==> src/hdl/pft_pkg.sv <==
// Package for the printf format tokenizer: payload structs, result bundle,
// character and token kind constants, queue sizing. No dependencies.
package pft_pkg;

  // Input word: one format character, with a flag on the last one.
  typedef struct packed {
    logic [7:0] ch;
    logic       final_char;
  } in_t;

  // Output word: one token stream result.
  typedef struct packed {
    logic [7:0] out_char;
    logic       char_valid;
    logic       token_end;
    logic [3:0] token_kind;
    logic       run_last;
  } out_t;

  localparam int unsigned MAX_RES   = 4;
  localparam int unsigned RES_CNT_W = $clog2(MAX_RES + 1);
  localparam int unsigned RES_IDX_W = $clog2(MAX_RES);

  // All results caused by one input word.
  typedef struct packed {
    out_t [MAX_RES-1:0]   res;
    logic [RES_CNT_W-1:0] cnt;
  } bundle_t;

  localparam int unsigned Q_DEPTH = 4;
  localparam int unsigned Q_PTR_W = $clog2(Q_DEPTH);
  localparam int unsigned Q_CNT_W = $clog2(Q_DEPTH + 1);

  typedef enum logic [1:0] {
    MODE_TEXT = 2'd0,
    MODE_PCT  = 2'd1,
    MODE_SPEC = 2'd2
  } mode_e;

  // Token kinds
  localparam logic [3:0] KIND_LITERAL      = 4'd0;
  localparam logic [3:0] KIND_SIGNED_INT   = 4'd3;
  localparam logic [3:0] KIND_UNSIGNED_INT = 4'd8;
  localparam logic [3:0] KIND_FLOAT        = 4'd11;
  localparam logic [3:0] KIND_CHAR         = 4'd12;
  localparam logic [3:0] KIND_STRING       = 4'd13;
  localparam logic [3:0] KIND_POINTER      = 4'd14;
  localparam logic [3:0] KIND_OTHER        = 4'd15;

  // Characters
  localparam logic [7:0] CH_PCT   = "%";
  localparam logic [7:0] CH_SPACE = " ";
  localparam logic [7:0] CH_H     = "h";
  localparam logic [7:0] CH_L     = "l";
  localparam logic [7:0] CH_D     = "d";
  localparam logic [7:0] CH_I     = "i";
  localparam logic [7:0] CH_O     = "o";
  localparam logic [7:0] CH_U     = "u";
  localparam logic [7:0] CH_X     = "x";
  localparam logic [7:0] CH_UX    = "X";
  localparam logic [7:0] CH_E     = "e";
  localparam logic [7:0] CH_UE    = "E";
  localparam logic [7:0] CH_F     = "f";
  localparam logic [7:0] CH_UF    = "F";
  localparam logic [7:0] CH_G     = "g";
  localparam logic [7:0] CH_UG    = "G";
  localparam logic [7:0] CH_A     = "a";
  localparam logic [7:0] CH_UA    = "A";
  localparam logic [7:0] CH_C     = "c";
  localparam logic [7:0] CH_S     = "s";
  localparam logic [7:0] CH_P     = "p";
  localparam logic [7:0] CH_UC    = "C";
  localparam logic [7:0] CH_US    = "S";
  localparam logic [7:0] CH_M     = "m";
  localparam logic [7:0] CH_N     = "n";

endpackage

==> src/hdl/printf_format_tokenizer.sv <==
// Printf format tokenizer top level: front classifier, bundle queue, back serializer.
// Accepts one character per cycle while the 4-deep bundle queue has room.
// A character's results are written into the bundle queue, then registered into the output word.
// Throughput: one result word per cycle at the output while out_stall_i is low;
// a character with several results sends them one after another, bursts absorbed by the queue.
// Reset (rst_ni low, asynchronous) returns parsing to text mode and empties the queue.
module printf_format_tokenizer import pft_pkg::*; (
  input  logic clk_i,
  input  logic rst_ni,
  input  logic in_valid_i,
  output logic in_stall_o,
  input  in_t  in_data_i,
  output logic out_valid_o,
  input  logic out_stall_i,
  output out_t out_data_o
);

  logic    push;
  logic    pop;
  logic    q_full;
  logic    head_valid;
  bundle_t push_data;
  bundle_t head;

  pft_front u_front (
    .clk_i      (clk_i),
    .rst_ni     (rst_ni),
    .in_valid_i (in_valid_i),
    .in_data_i  (in_data_i),
    .q_full_i   (q_full),
    .in_stall_o (in_stall_o),
    .push_o     (push),
    .bundle_o   (push_data)
  );

  pft_fifo u_fifo (
    .clk_i        (clk_i),
    .rst_ni       (rst_ni),
    .push_i       (push),
    .push_data_i  (push_data),
    .pop_i        (pop),
    .full_o       (q_full),
    .head_valid_o (head_valid),
    .head_o       (head)
  );

  pft_back u_back (
    .clk_i        (clk_i),
    .rst_ni       (rst_ni),
    .head_valid_i (head_valid),
    .head_i       (head),
    .pop_o        (pop),
    .out_valid_o  (out_valid_o),
    .out_stall_i  (out_stall_i),
    .out_data_o   (out_data_o)
  );

endmodule

==> src/hdl/pft_front.sv <==
// Front end of the format tokenizer: holds parse state and turns each
// accepted character into a bundle of up to four results. Uses pft_pkg.
module pft_front import pft_pkg::*; (
  input  logic    clk_i,
  input  logic    rst_ni,
  input  logic    in_valid_i,
  input  in_t     in_data_i,
  input  logic    q_full_i,
  output logic    in_stall_o,
  output logic    push_o,
  output bundle_t bundle_o
);

  typedef struct packed {
    mode_e      mode;
    logic       text_pending;
    logic [1:0] long_mods;
    logic [1:0] short_mods;
  } pstate_t;

  typedef struct packed {
    pstate_t st;
    bundle_t bun;
  } work_t;

  localparam pstate_t PSTATE_RESET = '{MODE_TEXT, 1'b0, 2'd0, 2'd0};

  function automatic work_t put_res(work_t w, logic [7:0] c, logic cv, logic te,
                                    logic [3:0] kind);
    work_t r;
    r = w;
    if (w.bun.cnt < RES_CNT_W'(MAX_RES)) begin
      r.bun.res[RES_IDX_W'(w.bun.cnt)] = '{c, cv, te, kind, 1'b0};
      r.bun.cnt = w.bun.cnt + RES_CNT_W'(1);
    end
    return r;
  endfunction

  function automatic work_t put_char(work_t w, logic [7:0] c);
    return put_res(w, c, 1'b1, 1'b0, KIND_LITERAL);
  endfunction

  // Fold the end into a preceding character-only result of this word.
  function automatic work_t put_end(work_t w, logic [3:0] kind);
    work_t                r;
    logic [RES_IDX_W-1:0] li;
    r  = w;
    li = RES_IDX_W'(w.bun.cnt - RES_CNT_W'(1));
    if (w.bun.cnt != '0 && w.bun.res[li].char_valid && !w.bun.res[li].token_end) begin
      r.bun.res[li].token_end  = 1'b1;
      r.bun.res[li].token_kind = kind;
    end else begin
      r = put_res(w, 8'd0, 1'b0, 1'b1, kind);
    end
    return r;
  endfunction

  function automatic logic [3:0] conv_kind(logic [7:0] c, logic [1:0] lm, logic [1:0] sm);
    logic [3:0] k;
    case (c)
      CH_D, CH_I:                 k = KIND_SIGNED_INT + {2'b00, sm} - {2'b00, lm};
      CH_O, CH_U, CH_X, CH_UX:    k = KIND_UNSIGNED_INT + {2'b00, sm} - {2'b00, lm};
      CH_E, CH_UE, CH_F, CH_UF,
      CH_G, CH_UG, CH_A, CH_UA:   k = KIND_FLOAT;
      CH_C:                       k = KIND_CHAR;
      CH_S:                       k = KIND_STRING;
      CH_P:                       k = KIND_POINTER;
      CH_UC, CH_US, CH_M, CH_N:   k = KIND_OTHER;
      default:                    k = KIND_LITERAL;
    endcase
    return k;
  endfunction

  function automatic work_t spec_char(work_t w, logic [7:0] c);
    work_t      r;
    logic [3:0] kind;
    r    = w;
    kind = conv_kind(c, w.st.long_mods, w.st.short_mods);
    if (c == CH_SPACE) begin
      r    = put_char(r, c);
      r    = put_end(r, KIND_LITERAL);
      r.st = PSTATE_RESET;
    end else if (c == CH_PCT) begin
      r = put_end(r, KIND_LITERAL);
      r = put_char(r, c);
      r.st.long_mods  = 2'd0;
      r.st.short_mods = 2'd0;
    end else if (c == CH_H) begin
      r = put_char(r, c);
      if (r.st.short_mods < 2'd2) r.st.short_mods = r.st.short_mods + 2'd1;
      r.st.long_mods = 2'd0;
    end else if (c == CH_L) begin
      r = put_char(r, c);
      if (r.st.long_mods < 2'd2) r.st.long_mods = r.st.long_mods + 2'd1;
      r.st.short_mods = 2'd0;
    end else begin
      r = put_char(r, c);
      if (kind != KIND_LITERAL) begin
        r    = put_end(r, kind);
        r.st = PSTATE_RESET;
      end
    end
    return r;
  endfunction

  function automatic work_t step(pstate_t st, logic [7:0] c, logic fin);
    work_t w;
    w.st  = st;
    w.bun = '0;
    case (st.mode)
      MODE_SPEC: begin
        w = spec_char(w, c);
      end
      MODE_PCT: begin
        if (c == CH_PCT) begin
          w = put_char(w, c);
          w.st.text_pending = 1'b1;
          w.st.mode         = MODE_TEXT;
        end else begin
          if (w.st.text_pending) w = put_end(w, KIND_LITERAL);
          w.st.text_pending = 1'b0;
          w = put_char(w, CH_PCT);
          w.st.mode       = MODE_SPEC;
          w.st.long_mods  = 2'd0;
          w.st.short_mods = 2'd0;
          w = spec_char(w, c);
        end
      end
      default: begin
        w.st.mode = MODE_TEXT;
        if (c == CH_PCT) begin
          w.st.mode = MODE_PCT;
        end else begin
          w = put_char(w, c);
          w.st.text_pending = 1'b1;
        end
      end
    endcase
    // End of string: flush leftovers as literals
    if (fin) begin
      if (w.st.mode == MODE_PCT) begin
        if (w.st.text_pending) w = put_end(w, KIND_LITERAL);
        w = put_char(w, CH_PCT);
        w = put_end(w, KIND_LITERAL);
      end else if (w.st.mode == MODE_SPEC || w.st.text_pending) begin
        w = put_end(w, KIND_LITERAL);
      end
      w.st = PSTATE_RESET;
    end
    if (w.bun.cnt != '0) begin
      w.bun.res[RES_IDX_W'(w.bun.cnt - RES_CNT_W'(1))].run_last = 1'b1;
    end
    return w;
  endfunction

  pstate_t st_q, st_d;
  work_t   work;
  logic    accept;

  assign in_stall_o = q_full_i;
  assign accept     = in_valid_i && !q_full_i;

  always_comb begin
    work = step(st_q, in_data_i.ch, in_data_i.final_char);
    st_d = accept ? work.st : st_q;
  end

  // Words that produce nothing never enter the queue
  assign bundle_o = work.bun;
  assign push_o   = accept && (work.bun.cnt != '0);

  always_ff @(posedge clk_i or negedge rst_ni) begin
    if (!rst_ni) begin
      st_q <= PSTATE_RESET;
    end else begin
      st_q <= st_d;
    end
  end

endmodule

==> src/hdl/pft_fifo.sv <==
// Small bundle queue between front and back of the format tokenizer.
// Uses pft_pkg for the bundle type and queue depth.
module pft_fifo import pft_pkg::*; (
  input  logic    clk_i,
  input  logic    rst_ni,
  input  logic    push_i,
  input  bundle_t push_data_i,
  input  logic    pop_i,
  output logic    full_o,
  output logic    head_valid_o,
  output bundle_t head_o
);

  bundle_t              mem_q [Q_DEPTH];
  logic [Q_PTR_W-1:0]   wr_ptr_q, wr_ptr_d;
  logic [Q_PTR_W-1:0]   rd_ptr_q, rd_ptr_d;
  logic [Q_CNT_W-1:0]   cnt_q, cnt_d;

  assign full_o       = (cnt_q == Q_CNT_W'(Q_DEPTH));
  assign head_valid_o = (cnt_q != '0);
  assign head_o       = mem_q[rd_ptr_q];

  always_comb begin
    wr_ptr_d = push_i ? wr_ptr_q + Q_PTR_W'(1) : wr_ptr_q;
    rd_ptr_d = pop_i  ? rd_ptr_q + Q_PTR_W'(1) : rd_ptr_q;
    cnt_d    = cnt_q;
    if (push_i && !pop_i) cnt_d = cnt_q + Q_CNT_W'(1);
    if (!push_i && pop_i) cnt_d = cnt_q - Q_CNT_W'(1);
  end

  always_ff @(posedge clk_i) begin
    if (push_i) begin
      mem_q[wr_ptr_q] <= push_data_i;
    end
  end

  always_ff @(posedge clk_i or negedge rst_ni) begin
    if (!rst_ni) begin
      wr_ptr_q <= '0;
      rd_ptr_q <= '0;
      cnt_q    <= '0;
    end else begin
      wr_ptr_q <= wr_ptr_d;
      rd_ptr_q <= rd_ptr_d;
      cnt_q    <= cnt_d;
    end
  end

endmodule

==> src/hdl/pft_back.sv <==
// Back end of the format tokenizer: walks the head bundle one result a
// cycle, while the output is not stalled, into a registered output word. Uses pft_pkg.
module pft_back import pft_pkg::*; (
  input  logic    clk_i,
  input  logic    rst_ni,
  input  logic    head_valid_i,
  input  bundle_t head_i,
  output logic    pop_o,
  output logic    out_valid_o,
  input  logic    out_stall_i,
  output out_t    out_data_o
);

  logic [RES_IDX_W-1:0] idx_q, idx_d;
  logic                 out_valid_q, out_valid_d;
  out_t                 out_q;
  logic                 load;
  logic                 last;

  assign load  = head_valid_i && (!out_valid_q || !out_stall_i);
  assign last  = (RES_CNT_W'(idx_q) + RES_CNT_W'(1)) == head_i.cnt;
  assign pop_o = load && last;

  always_comb begin
    idx_d       = idx_q;
    out_valid_d = out_valid_q;
    if (load) begin
      idx_d       = last ? '0 : idx_q + RES_IDX_W'(1);
      out_valid_d = 1'b1;
    end else if (!out_stall_i) begin
      out_valid_d = 1'b0;
    end
  end

  always_ff @(posedge clk_i) begin
    if (load) begin
      out_q <= head_i.res[idx_q];
    end
  end

  always_ff @(posedge clk_i or negedge rst_ni) begin
    if (!rst_ni) begin
      idx_q       <= '0;
      out_valid_q <= 1'b0;
    end else begin
      idx_q       <= idx_d;
      out_valid_q <= out_valid_d;
    end
  end

  assign out_valid_o = out_valid_q;
  assign out_data_o  = out_q;

endmodule

==> config.mk <==
export PLATFORM = sky130hd
export DESIGN_NAME = printf_format_tokenizer
export DESIGN_NICKNAME = d
export VERILOG_FILES = /design/src/hdl/pft_pkg.sv /design/src/hdl/printf_format_tokenizer.sv /design/src/hdl/pft_front.sv /design/src/hdl/pft_fifo.sv /design/src/hdl/pft_back.sv
export SDC_FILE = /design/constraint.sdc
export NUM_CORES = 1
export LEC_CHECK = 0
export BUFFER_PORTS_ARGS = -buffer_cell sky130_fd_sc_hd__buf_2
export CORE_AREA = 2 2 162 164
export DETAILED_ROUTE_END_ITERATION = 16
export DIE_AREA = 0 0 164 166
export PLACE_DENSITY = 0.71
export SLEW_MARGIN = 20
export SYNTH_ARGS = -nofsm -noshare
export SYNTH_HDL_FRONTEND = slang
export SYNTH_HIERARCHICAL = 1
export SYNTH_SLANG_ARGS = --single-unit
==> constraint.sdc <==
create_clock -name clk_i -period 9.9 [get_ports clk_i]
set_input_delay 0.99 -clock clk_i [delete_from_list [all_inputs] [get_ports clk_i]]
set_output_delay 0.99 -clock clk_i [all_outputs]
set_load 0.02 [all_outputs]
=== Word-level counts from Yosys, hierarchy flattened ===
Memory sizes are Yosys's and may differ from the RTL's.
Index checks and enable logic that the tools add are counted.

* $add $sub $neg: 29
* Mux-type cells: 158
* Equality and inequality tests: 32
* Reductions and logical operators: 63
* Magnitude comparators: 47
* Bitwise gates (word level): 18

{| class="wikitable"
|+ Operators with widths
! cell !! count
|-
| 63-bit two-way mux || 29
|-
| 60-bit bitwise mux || 17
|-
| 70-bit two-way mux || 14
|-
| 15-bit demux with 2-bit select || 23
|-
| 60-bit two-way mux || 7
|-
| 56-bit inverter || 4
|-
| 15-bit binary-select mux with 2-bit select || 7
|-
| 8-bit by 7-bit == test with 1-bit output (second input constant) || 23
|-
| 56-bit bitwise AND || 3
|-
| 15-bit two-way mux || 11
|-
| 70-bit case mux with 2 select lines || 1
|-
| 18-bit two-way mux || 7
|-
| 44-bit bitwise AND || 2
|-
| 44-bit inverter || 2
|-
| 68-bit two-way mux || 1
|-
| 14-bit by 56-bit bitwise AND with 56-bit output || 1
|-
| 4-bit case mux with 7 select lines || 2
|-
| 2-bit by 3-bit less-than comparator with 1-bit output (second input constant) || 18
|-
| 7-bit two-way mux || 6
|-
| 6-bit two-way mux || 6
|-
| 1-bit logical AND || 35
|-
| 2-bit by 1-bit greater-or-equal comparator with 1-bit output (second input constant) || 17
|-
| 3-bit by 1-bit adder with 3-bit output (second input constant) || 11
|-
| 16-bit bitwise OR || 2
|-
| 32 further kinds || 98
|}

* Word-level logic and storage cells: 362
* RAM bits: 252
* Memories: 1
* Register bits after elaboration: 32
* Bits of input ports: 13

{| class="wikitable"
|+ Memories
! name !! words !! bits a word !! rd ports !! clocked after Yosys merged registers in !! write ports !! RTL line !! source
|-
| u_fifo.mem_q || 4 || 63 || 1 || 0 || 1 || pft_fifo.sv:14 || <nowiki>bundle_t mem_q [Q_DEPTH];</nowiki>
|}

=== Depth between registers and ports, before layout ===
Gate-level depths: netlist (run 1).

* Depth after elaboration: 74
* Depth in mapped cells: 35

=== Modules after synthesis ===
Netlist (run 1), hierarchy kept.

{| class="wikitable"
|+ Modules (own cells, without submodules)
! module !! cells each !! times used !! sequential area each (sq um) !! area each (sq um)
|-
| pft_fifo || 362 || 1 || 7742.4 || 9484.1
|-
| pft_front || 482 || 1 || 175.2 || 3348.2
|-
| pft_back || 52 || 1 || 525.5 || 1044.8
|}

=== Worst setup path after synthesis (run 1) ===
Ideal clock, no wire load.

* Path kind: input to register
* Start point: input in_data_i[2] (netlist bit)
* End point: memory u_fifo/mem_q[0][0] (netlist bit) (enable)
* Path buffers: 1
* Setup slack: 2.317 ns
* Library setup time: 0.427 ns
* Arrival: 7.155 ns
* Data required time: 9.473 ns
* Stages on the path: 25
* Cell sequence: nor4b_2 nand4_1 mux2i_1 or2_2 ha_1 a221oi_2 a41o_1 and2b_1 buf_4 nand2_1 xnor2_1 a21o_1 ha_1 nand2_1 o21ai_0 inv_1 ha_1 nand2b_1 nor2_2 a2111oi_2 a21o_2 a31o_2 nor2_1 a21oi_1 and2_1

{| class="wikitable"
|+ RTL lines
! what !! RTL line !! source
|-
| from (decl) || printf_format_tokenizer.sv:12 || <nowiki>input in_t in_data_i,</nowiki>
|-
| to (decl) || pft_fifo.sv:14 ||
|}

==> run metrics, run 1 <==
PostCTS Resize Cnt 0; Ports 30; total CTS buffers 28; Worst Hold Class in2async; status finished, final reports clean; setup TNS 0 ns; Final Setup Violations 0; Async SR Flop Fraction under 10%; via density per instance approximately 6.2; Mapped Avg Cell Area around 15 µm²; post-CTS setup buffer count 0; Rel. slew slack between 30% and 40%; share of cells above drive strength 1 22.0%; Sw Share 28.9%; global-route wire length before repair 44700 µm; Max Cap Violations 0; Synth area leaders edfxtp_1, mux4_2, buf_4; Seq. cell area 8450 µm²; initial antenna violation count 1; maximum VDD drop approximately 0.15 mV; port buffer count 29; Post-synth EDFFs 267; P_int approximately 2.7 mW; first drt pass iteration count 5; Final ANT Viol Nets 0; Core ar. 25600 µm²; vias in the first global route 7290; Max Slew Vio Count 0; sequential area share after synthesis slightly above 60%; Post-synth top flop edfxtp_1; initial core utilization 54.2%; all-layer global routing usage between 20% and 30%; row cnt 59; Mapped Cells roughly 900; worst endpoint required time around 10 ns; synthesis-to-finish area growth 6.31%; P_sw about 1.1 mW; final net count 912; DRC 0; Die Y 166 µm; Clk pin slew, worst setup/hold paths 0.07 ns; crit path time final 7.76 ns; GP Congestion 0.910; largest net degree at the start of global routing 57; share of the synthesized area in the top cell type between 50% and 60%; fmax 129 MHz; CTS Hold Bufs 0; FF+latch count, synth 284; Worst-Skew Late Latency 0.55 ns; WL/cell 24.0 µm; drt total wl 29400 µm; drt initial violations 752; Max clock buf depth 3; Lkg Pwr 5.15 nW; H-tree depth 1; area post-placement 13800 µm²; Fin Hold WS 0.384 ns; Finished Cell Area roughly 15000 µm²; CP arrival 7.97 ns; Vias around 7600; Clock Power Share 27.6%; Least-Margin Pin Slew 0.994 ns; Comb power frac 26.7%; Worst Setup Start Kind primary input; Root Buffer clkbuf_16; area of the multi-input gates approximately 4600 µm²; Worst Skew about 0.037 ns; TritonCTS clock tree yes; Syn Std Cell Area 13900 µm²; sequential share of power 45.7%; die area 27200 µm²; leading area contributor after synthesis edfxtp_1; power density over cell area 254 nW/µm²; RSZ-0062 raised after global routing no; Crit Path Category in2reg; Power Total 3.75 mW; Final Hold Viols 0; Ant. Diodes 0; grt ovf 0; CP max FO 34; Final period util approximately four fifths; hpwl dp 19400 µm; Fillers 1949; CP endpoint kind register; library cells used by synthesis 93; chip width 164 µm; Synth warnings 6; clock net sink count 284
-- layer usage --
metal / global-route usage, % / routed length (µm)
met1: 31.3 / 12100
met2: 35.4 / 14600
met3: 3.85 / 2020
met4: 6.14 / 711
met5: 0 / 13
-- synthesized netlist by cell type, types with 4 or more instances --
cell type and number:
edfxtp_1 267, mux4_2 72, buf_4 71, nand2_1 52, nor2_1 37, a21oi_1 34, ha_1 27, inv_1 27
and2_1 19, dfrtp_1 17, o21ai_0 17, nor3_1 16, nand3_1 15, a21o_1 14, buf_2 12, nand2b_1 11
a31oi_1 10, buf_6 10, and3_1 9, o21ai_1 9, clkbuf_1 8, nand4_1 8, nor2b_1 8, mux4_1 6
xnor2_1 6, xor2_1 5, a211o_1 4, a211oi_1 4, a31o_1 4, o211ai_1 4, o21a_1 4
-- path summary, 6_finish.rpt --
kind | from | endpoint | slack (ns) | depth (start not counted)
max in group asynchronous | rst_ni | u_fifo/rd_ptr_q[0]$_DFFE_PN0P_ | 9.16 | 1
setup reg to reg | u_front/st_q[5]$_DFFE_PN0P_ | u_fifo/mem_q[0][43]$_DFFE_PP_ | 2.52 | 27
hold / removal | rst_ni | u_fifo/wr_ptr_q[1]$_DFFE_PN0P_ | 0.38 | 1
min in group clk_i | u_fifo/cnt_q[2]$_DFFE_PN0P_ | u_fifo/cnt_q[2]$_DFFE_PN0P_ | 0.49 | 1
hold reg to reg | u_fifo/cnt_q[2]$_DFFE_PN0P_ | u_fifo/cnt_q[2]$_DFFE_PN0P_ | 0.49 | 1
setup / recovery | in_data_i[2] | u_fifo/mem_q[0][43]$_DFFE_PP_ | 2.14 | 28
-- layout by cell type (no fill, tap or decap), types with 11 or more instances in the layout --
cell,synthesis,routed
edfxtp_1,267,267
mux4_2,72,72
nand2_1,52,52
nor2_1,37,37
a21oi_1,34,34
buf_2,12,29
clkbuf_16,0,28
inv_1,27,27
ha_1,27,27
o21ai_0,17,17
nor3_1,16,16
dfrtp_1,17,15
nand3_1,15,15
and2_1,19,15
a21o_1,14,14
nand2b_1,11,11
-- power by group through the flow --
stage / clock network [mW] / registers [mW] / logic [mW]
final: 1.03 / 1.71 / 1.00
after CTS: 1.05 / 1.72 / 1.02
after floorplan: 0 / 1.72 / 0.782
after global placement: 0 / 1.73 / 1.01
after global routing: 1.10 / 1.73 / 1.07
after detailed placement: 0 / 1.74 / 1.02
-- sequential cells by signal (all words and copies together), names as in the netlist --
signal and flops:
u_fifo/rd_ptr_q 2, u_back/out_data_o 15, u_back/idx_q 2, u_back/out_valid_o 1, u_front/st_q 7, u_fifo/mem_q 252
u_fifo/cnt_q 3, u_fifo/wr_ptr_q 2
-- cells by family after synthesis --
family	Yosys count	synth area share (%)
XOR/XNOR	12	0.811
adder cells (fa/ha/maj)	30	2.87
flip-flops	284	60.8
AO/OA/AOI/OAI	149	7.91
AND/OR/NAND/NOR	206	8.20
buffers and inverters	133	6.30
other	1	0.0270
multiplexers	81	13.0
-- through the flow --
stage / setup slack (ns) / utilization (%) / cells
2_1_floorplan: 2.32 / - / 904
3_3_place_gp: 1.82 / 54.0 / 1174
3_5_place_dp: 1.62 / 54.0 / 1174
4_1_cts: 2.21 / 57.6 / 1226
5_1_grt: 1.49 / 57.6 / 1226
6_report: 2.14 / 57.6 / 1226
-- worst max-delay path, stage by stage --
cell and delay, ns:
buf_2 0.19, nor4b_2 0.44, and4_1 0.53, nor2_1 0.15
o22ai_4 0.31, ha_1 0.39, a221oi_2 0.19, a41o_1 0.21
and2b_1 0.32, nand2_1 0.22, xnor2_1 0.19, a21o_1 0.21
ha_1 0.29, nand2_1 0.04, o21ai_0 0.20, inv_1 0.18
ha_1 0.22, nand2b_1 0.11, nor2_2 0.09, o41ai_4 0.28
a21oi_2 0.10, nor2_1 0.18, o21ai_1 0.13, inv_2 0.14
nor2_1 0.06, a21oi_1 0.45, and2_2 0.82, buf_12 0.31
-- area by class of cell --
cell class	count	share of cell area [%]
sequential	284	57.3
multi-input combinational	487	31.1
clock buffer	28	4.75
tap	335	2.84
timing repair buffer	38	1.78
clock inverter	24	1.44
inverter	30	0.780
(Power assumes the default switching activity.)
==> inputs of run 2 (changes only) <==
==> constraint.sdc (replaced) <==
create_clock -name clk_i -period 8.1 [get_ports clk_i]
set_input_delay 0.81 -clock clk_i [delete_from_list [all_inputs] [get_ports clk_i]]
set_output_delay 0.81 -clock clk_i [all_outputs]
set_load 0.02 [all_outputs]
==> run 2 against run 1 <==
Core utilization increased by 0.38 points. Cell count grew 0.49%. Clock skew is 0.017 ns lower. Largest power group unchanged.
==> run metrics, run 2 (synthesis results as in run 1) <==
status finished, final reports clean; share of cells above drive strength 1 21.7% (-0.26 points); P_int 3.33 mW (+25%); commonest non-fill, non-tap cell in the layout edfxtp_1; DRC 0 (unchanged); Final Setup Violations 0 (unchanged); synthesis-to-finish area growth 7.01%; Least-Margin Pin Slew 1.04 ns (+0.0408 ns); global-route wire length before repair 45100 µm (+0.86%); Die Y 166 µm (unchanged); Max Slew Vio Count 0 (unchanged); sequential share of power 45.5% (-0.2 points); Ports 30 (unchanged); initial antenna violation count 1 (unchanged); Lkg Pwr 5.19 nW (+0.95%); Worst-Skew Late Latency 0.53 ns (-0.02 ns); die area 27200 µm² (unchanged); H-tree depth 1 (unchanged); vias in the first global route 7606 (+4.3%); Core ar. 25600 µm² (unchanged); Final period util 90.3%; Biggest register u_fifo/mem_q; Root Buffer clkbuf_16; P_sw 1.27 mW (+18%); maximum VDD drop 0.247 mV (+61%); hpwl dp 19200 µm (-1.3%); Ant. Diodes 0 (unchanged); Worst path max stage delay 0.49 ns (-0.33 ns); CP max FO 14 (-59%); via density per instance 6.20 (-0.23%); fmax 137 MHz; chip width 164 µm (unchanged); first drt pass iteration count 5 (unchanged); CP endpoint kind register; Power Total 4.60 mW (+23%); TritonCTS clock tree yes; Comb power frac 26.6% (about the same); Worst Reg-to-Reg Cells 29 (+7.4%); Final ANT Viol Nets 0 (unchanged); Post-Route Utilization 58.0% (+0.38 points); GP Congestion 0.924 (+1.5%); R2R setup slack 0.84 ns (-1.68 ns); largest net degree at the start of global routing 64 (+12%); drt total wl 28800 µm (-2.2%); most frequent cells in the layout edfxtp_1, mux4_2, nand2_1; total CTS buffers 28 (unchanged); Crit Path Category in2reg; power density over cell area 310 nW/µm² (+22%); initial core utilization 54.2% (unchanged); port buffer count 29 (unchanged); Seq. cell area 8450 µm² (unchanged); Vias 7643 (+0.26%); CP arrival 7.77 ns (-0.20 ns); crit path time final 7.31 ns; Clk pin slew, worst setup/hold paths 0.06 ns (about the same); Rel. slew slack 30.7% (-2.8 points); Final Hold Viols 0 (unchanged); Crit path top cell by count ha_1; RSZ-0062 raised after global routing no; clock net sink count 284 (unchanged); post-CTS setup buffer count 0 (unchanged); all-layer global routing usage 21.9% (-0.14 points); slowest library cell on the worst path a21oi_1; Max Cap Violations 0 (unchanged); worst endpoint required time 8.55 ns (-1.56 ns); PostCTS Resize Cnt 0 (unchanged); Fillers 1918 (-1.6%); CP delay by family, top simple AND/OR/NAND/NOR gates; Worst Setup Start Kind primary input; worst reg2reg path endpoint u_fifo/cnt_q[2]$_DFFE_PN0P_; row cnt 59 (unchanged); Worst Hold Class in2async; drt initial violations 816 (+8.5%); reg-to-reg startpoint u_front/st_q[5]$_DFFE_PN0P_; post-layout worst setup margin 0.786 ns (-1.36 ns); CTS Hold Bufs 0 (unchanged); Setup WS pre-CTS 0.345 ns (-1.27 ns); grt ovf 0 (unchanged); WL/cell 23.4 µm (-2.7%); WP buf/inv 3 (-1); max reg flops 252 (unchanged); Sw Share 27.6% (-1.2 points); final net count 919 (+0.77%); Worst Skew 0.0200 ns (-0.0170 ns); Clock Power Share 27.9% (+0.3 points); area of the multi-input gates 4590 µm² (unchanged); Max clock buf depth 3 (unchanged); setup TNS 0 ns (unchanged)
[run 2: how the worst max path moves through the flow]
stage	startpoint	endpoint	depth (start not counted)
after floorplan	in_data_i[2]	u_fifo/mem_q[0][0]$_DFFE_PP_	25
after global placement	in_data_i[2]	u_fifo/cnt_q[2]$_DFFE_PN0P_	30
after detailed placement	in_data_i[2]	u_fifo/cnt_q[2]$_DFFE_PN0P_	30
after CTS	in_data_i[2]	u_fifo/cnt_q[2]$_DFFE_PN0P_	30
after global routing	u_front/st_q[5]$_DFFE_PN0P_	u_fifo/cnt_q[2]$_DFFE_PN0P_	30
final	in_data_i[2]	u_fifo/cnt_q[2]$_DFFE_PN0P_	30
[run 2: through the flow]
step,instances,area (µm²),hold WS [ns]
after floorplan,904,13900,0.447
after global placement,1181,13900,0.474
after detailed placement,1181,13900,0.470
after CTS,1232,14800,0.217
after global routing,1232,14800,0.229
final,1232,14800,0.218
[run 2: worst register-to-register path, delay by kind of cell (launching register included)]
kind                     cells  cell delay, ns
buffers and inverters        3            0.35
XOR/XNOR                     3            0.47
adder cells (fa/ha/maj)      6            2.11
AO/OA/AOI/OAI                9            2.28
AND/OR/NAND/NOR              8            1.56
flip-flops                   1            0.41
[run 2: area by class of cell]
class	instances	area share [%]
Sequential cell	284	56.9
Multi-Input combinational cell	487	30.9
Clock buffer	43	5.51
Tap cell	335	2.82
Timing Repair Buffer	45	2.32
Inverter	30	0.775
Clock inverter	8	0.741
[run 2: metal layers]
metal	track usage [%]	part of all wire, %	wire length (µm)	vias up
li1	-	-	-	3405
met1	32.9	43	12500	3909
met2	33.4	47	13500	283
met3	3.77	7.0	2020	46
met4	6.10	2.6	736	0
met5	0	0	0	-
[run 2: power by group through the flow]
| stage | logic, mW | registers, mW | clock network, mW |
|---|---|---|---|
| 2_1_floorplan | 0.955 | 2.10 | 0 |
| 3_3_place_gp | 1.24 | 2.11 | 0 |
| 3_5_place_dp | 1.24 | 2.13 | 0 |
| 4_1_cts | 1.25 | 2.10 | 1.31 |
| 5_1_grt | 1.32 | 2.13 | 1.37 |
| 6_report | 1.22 | 2.09 | 1.28 |
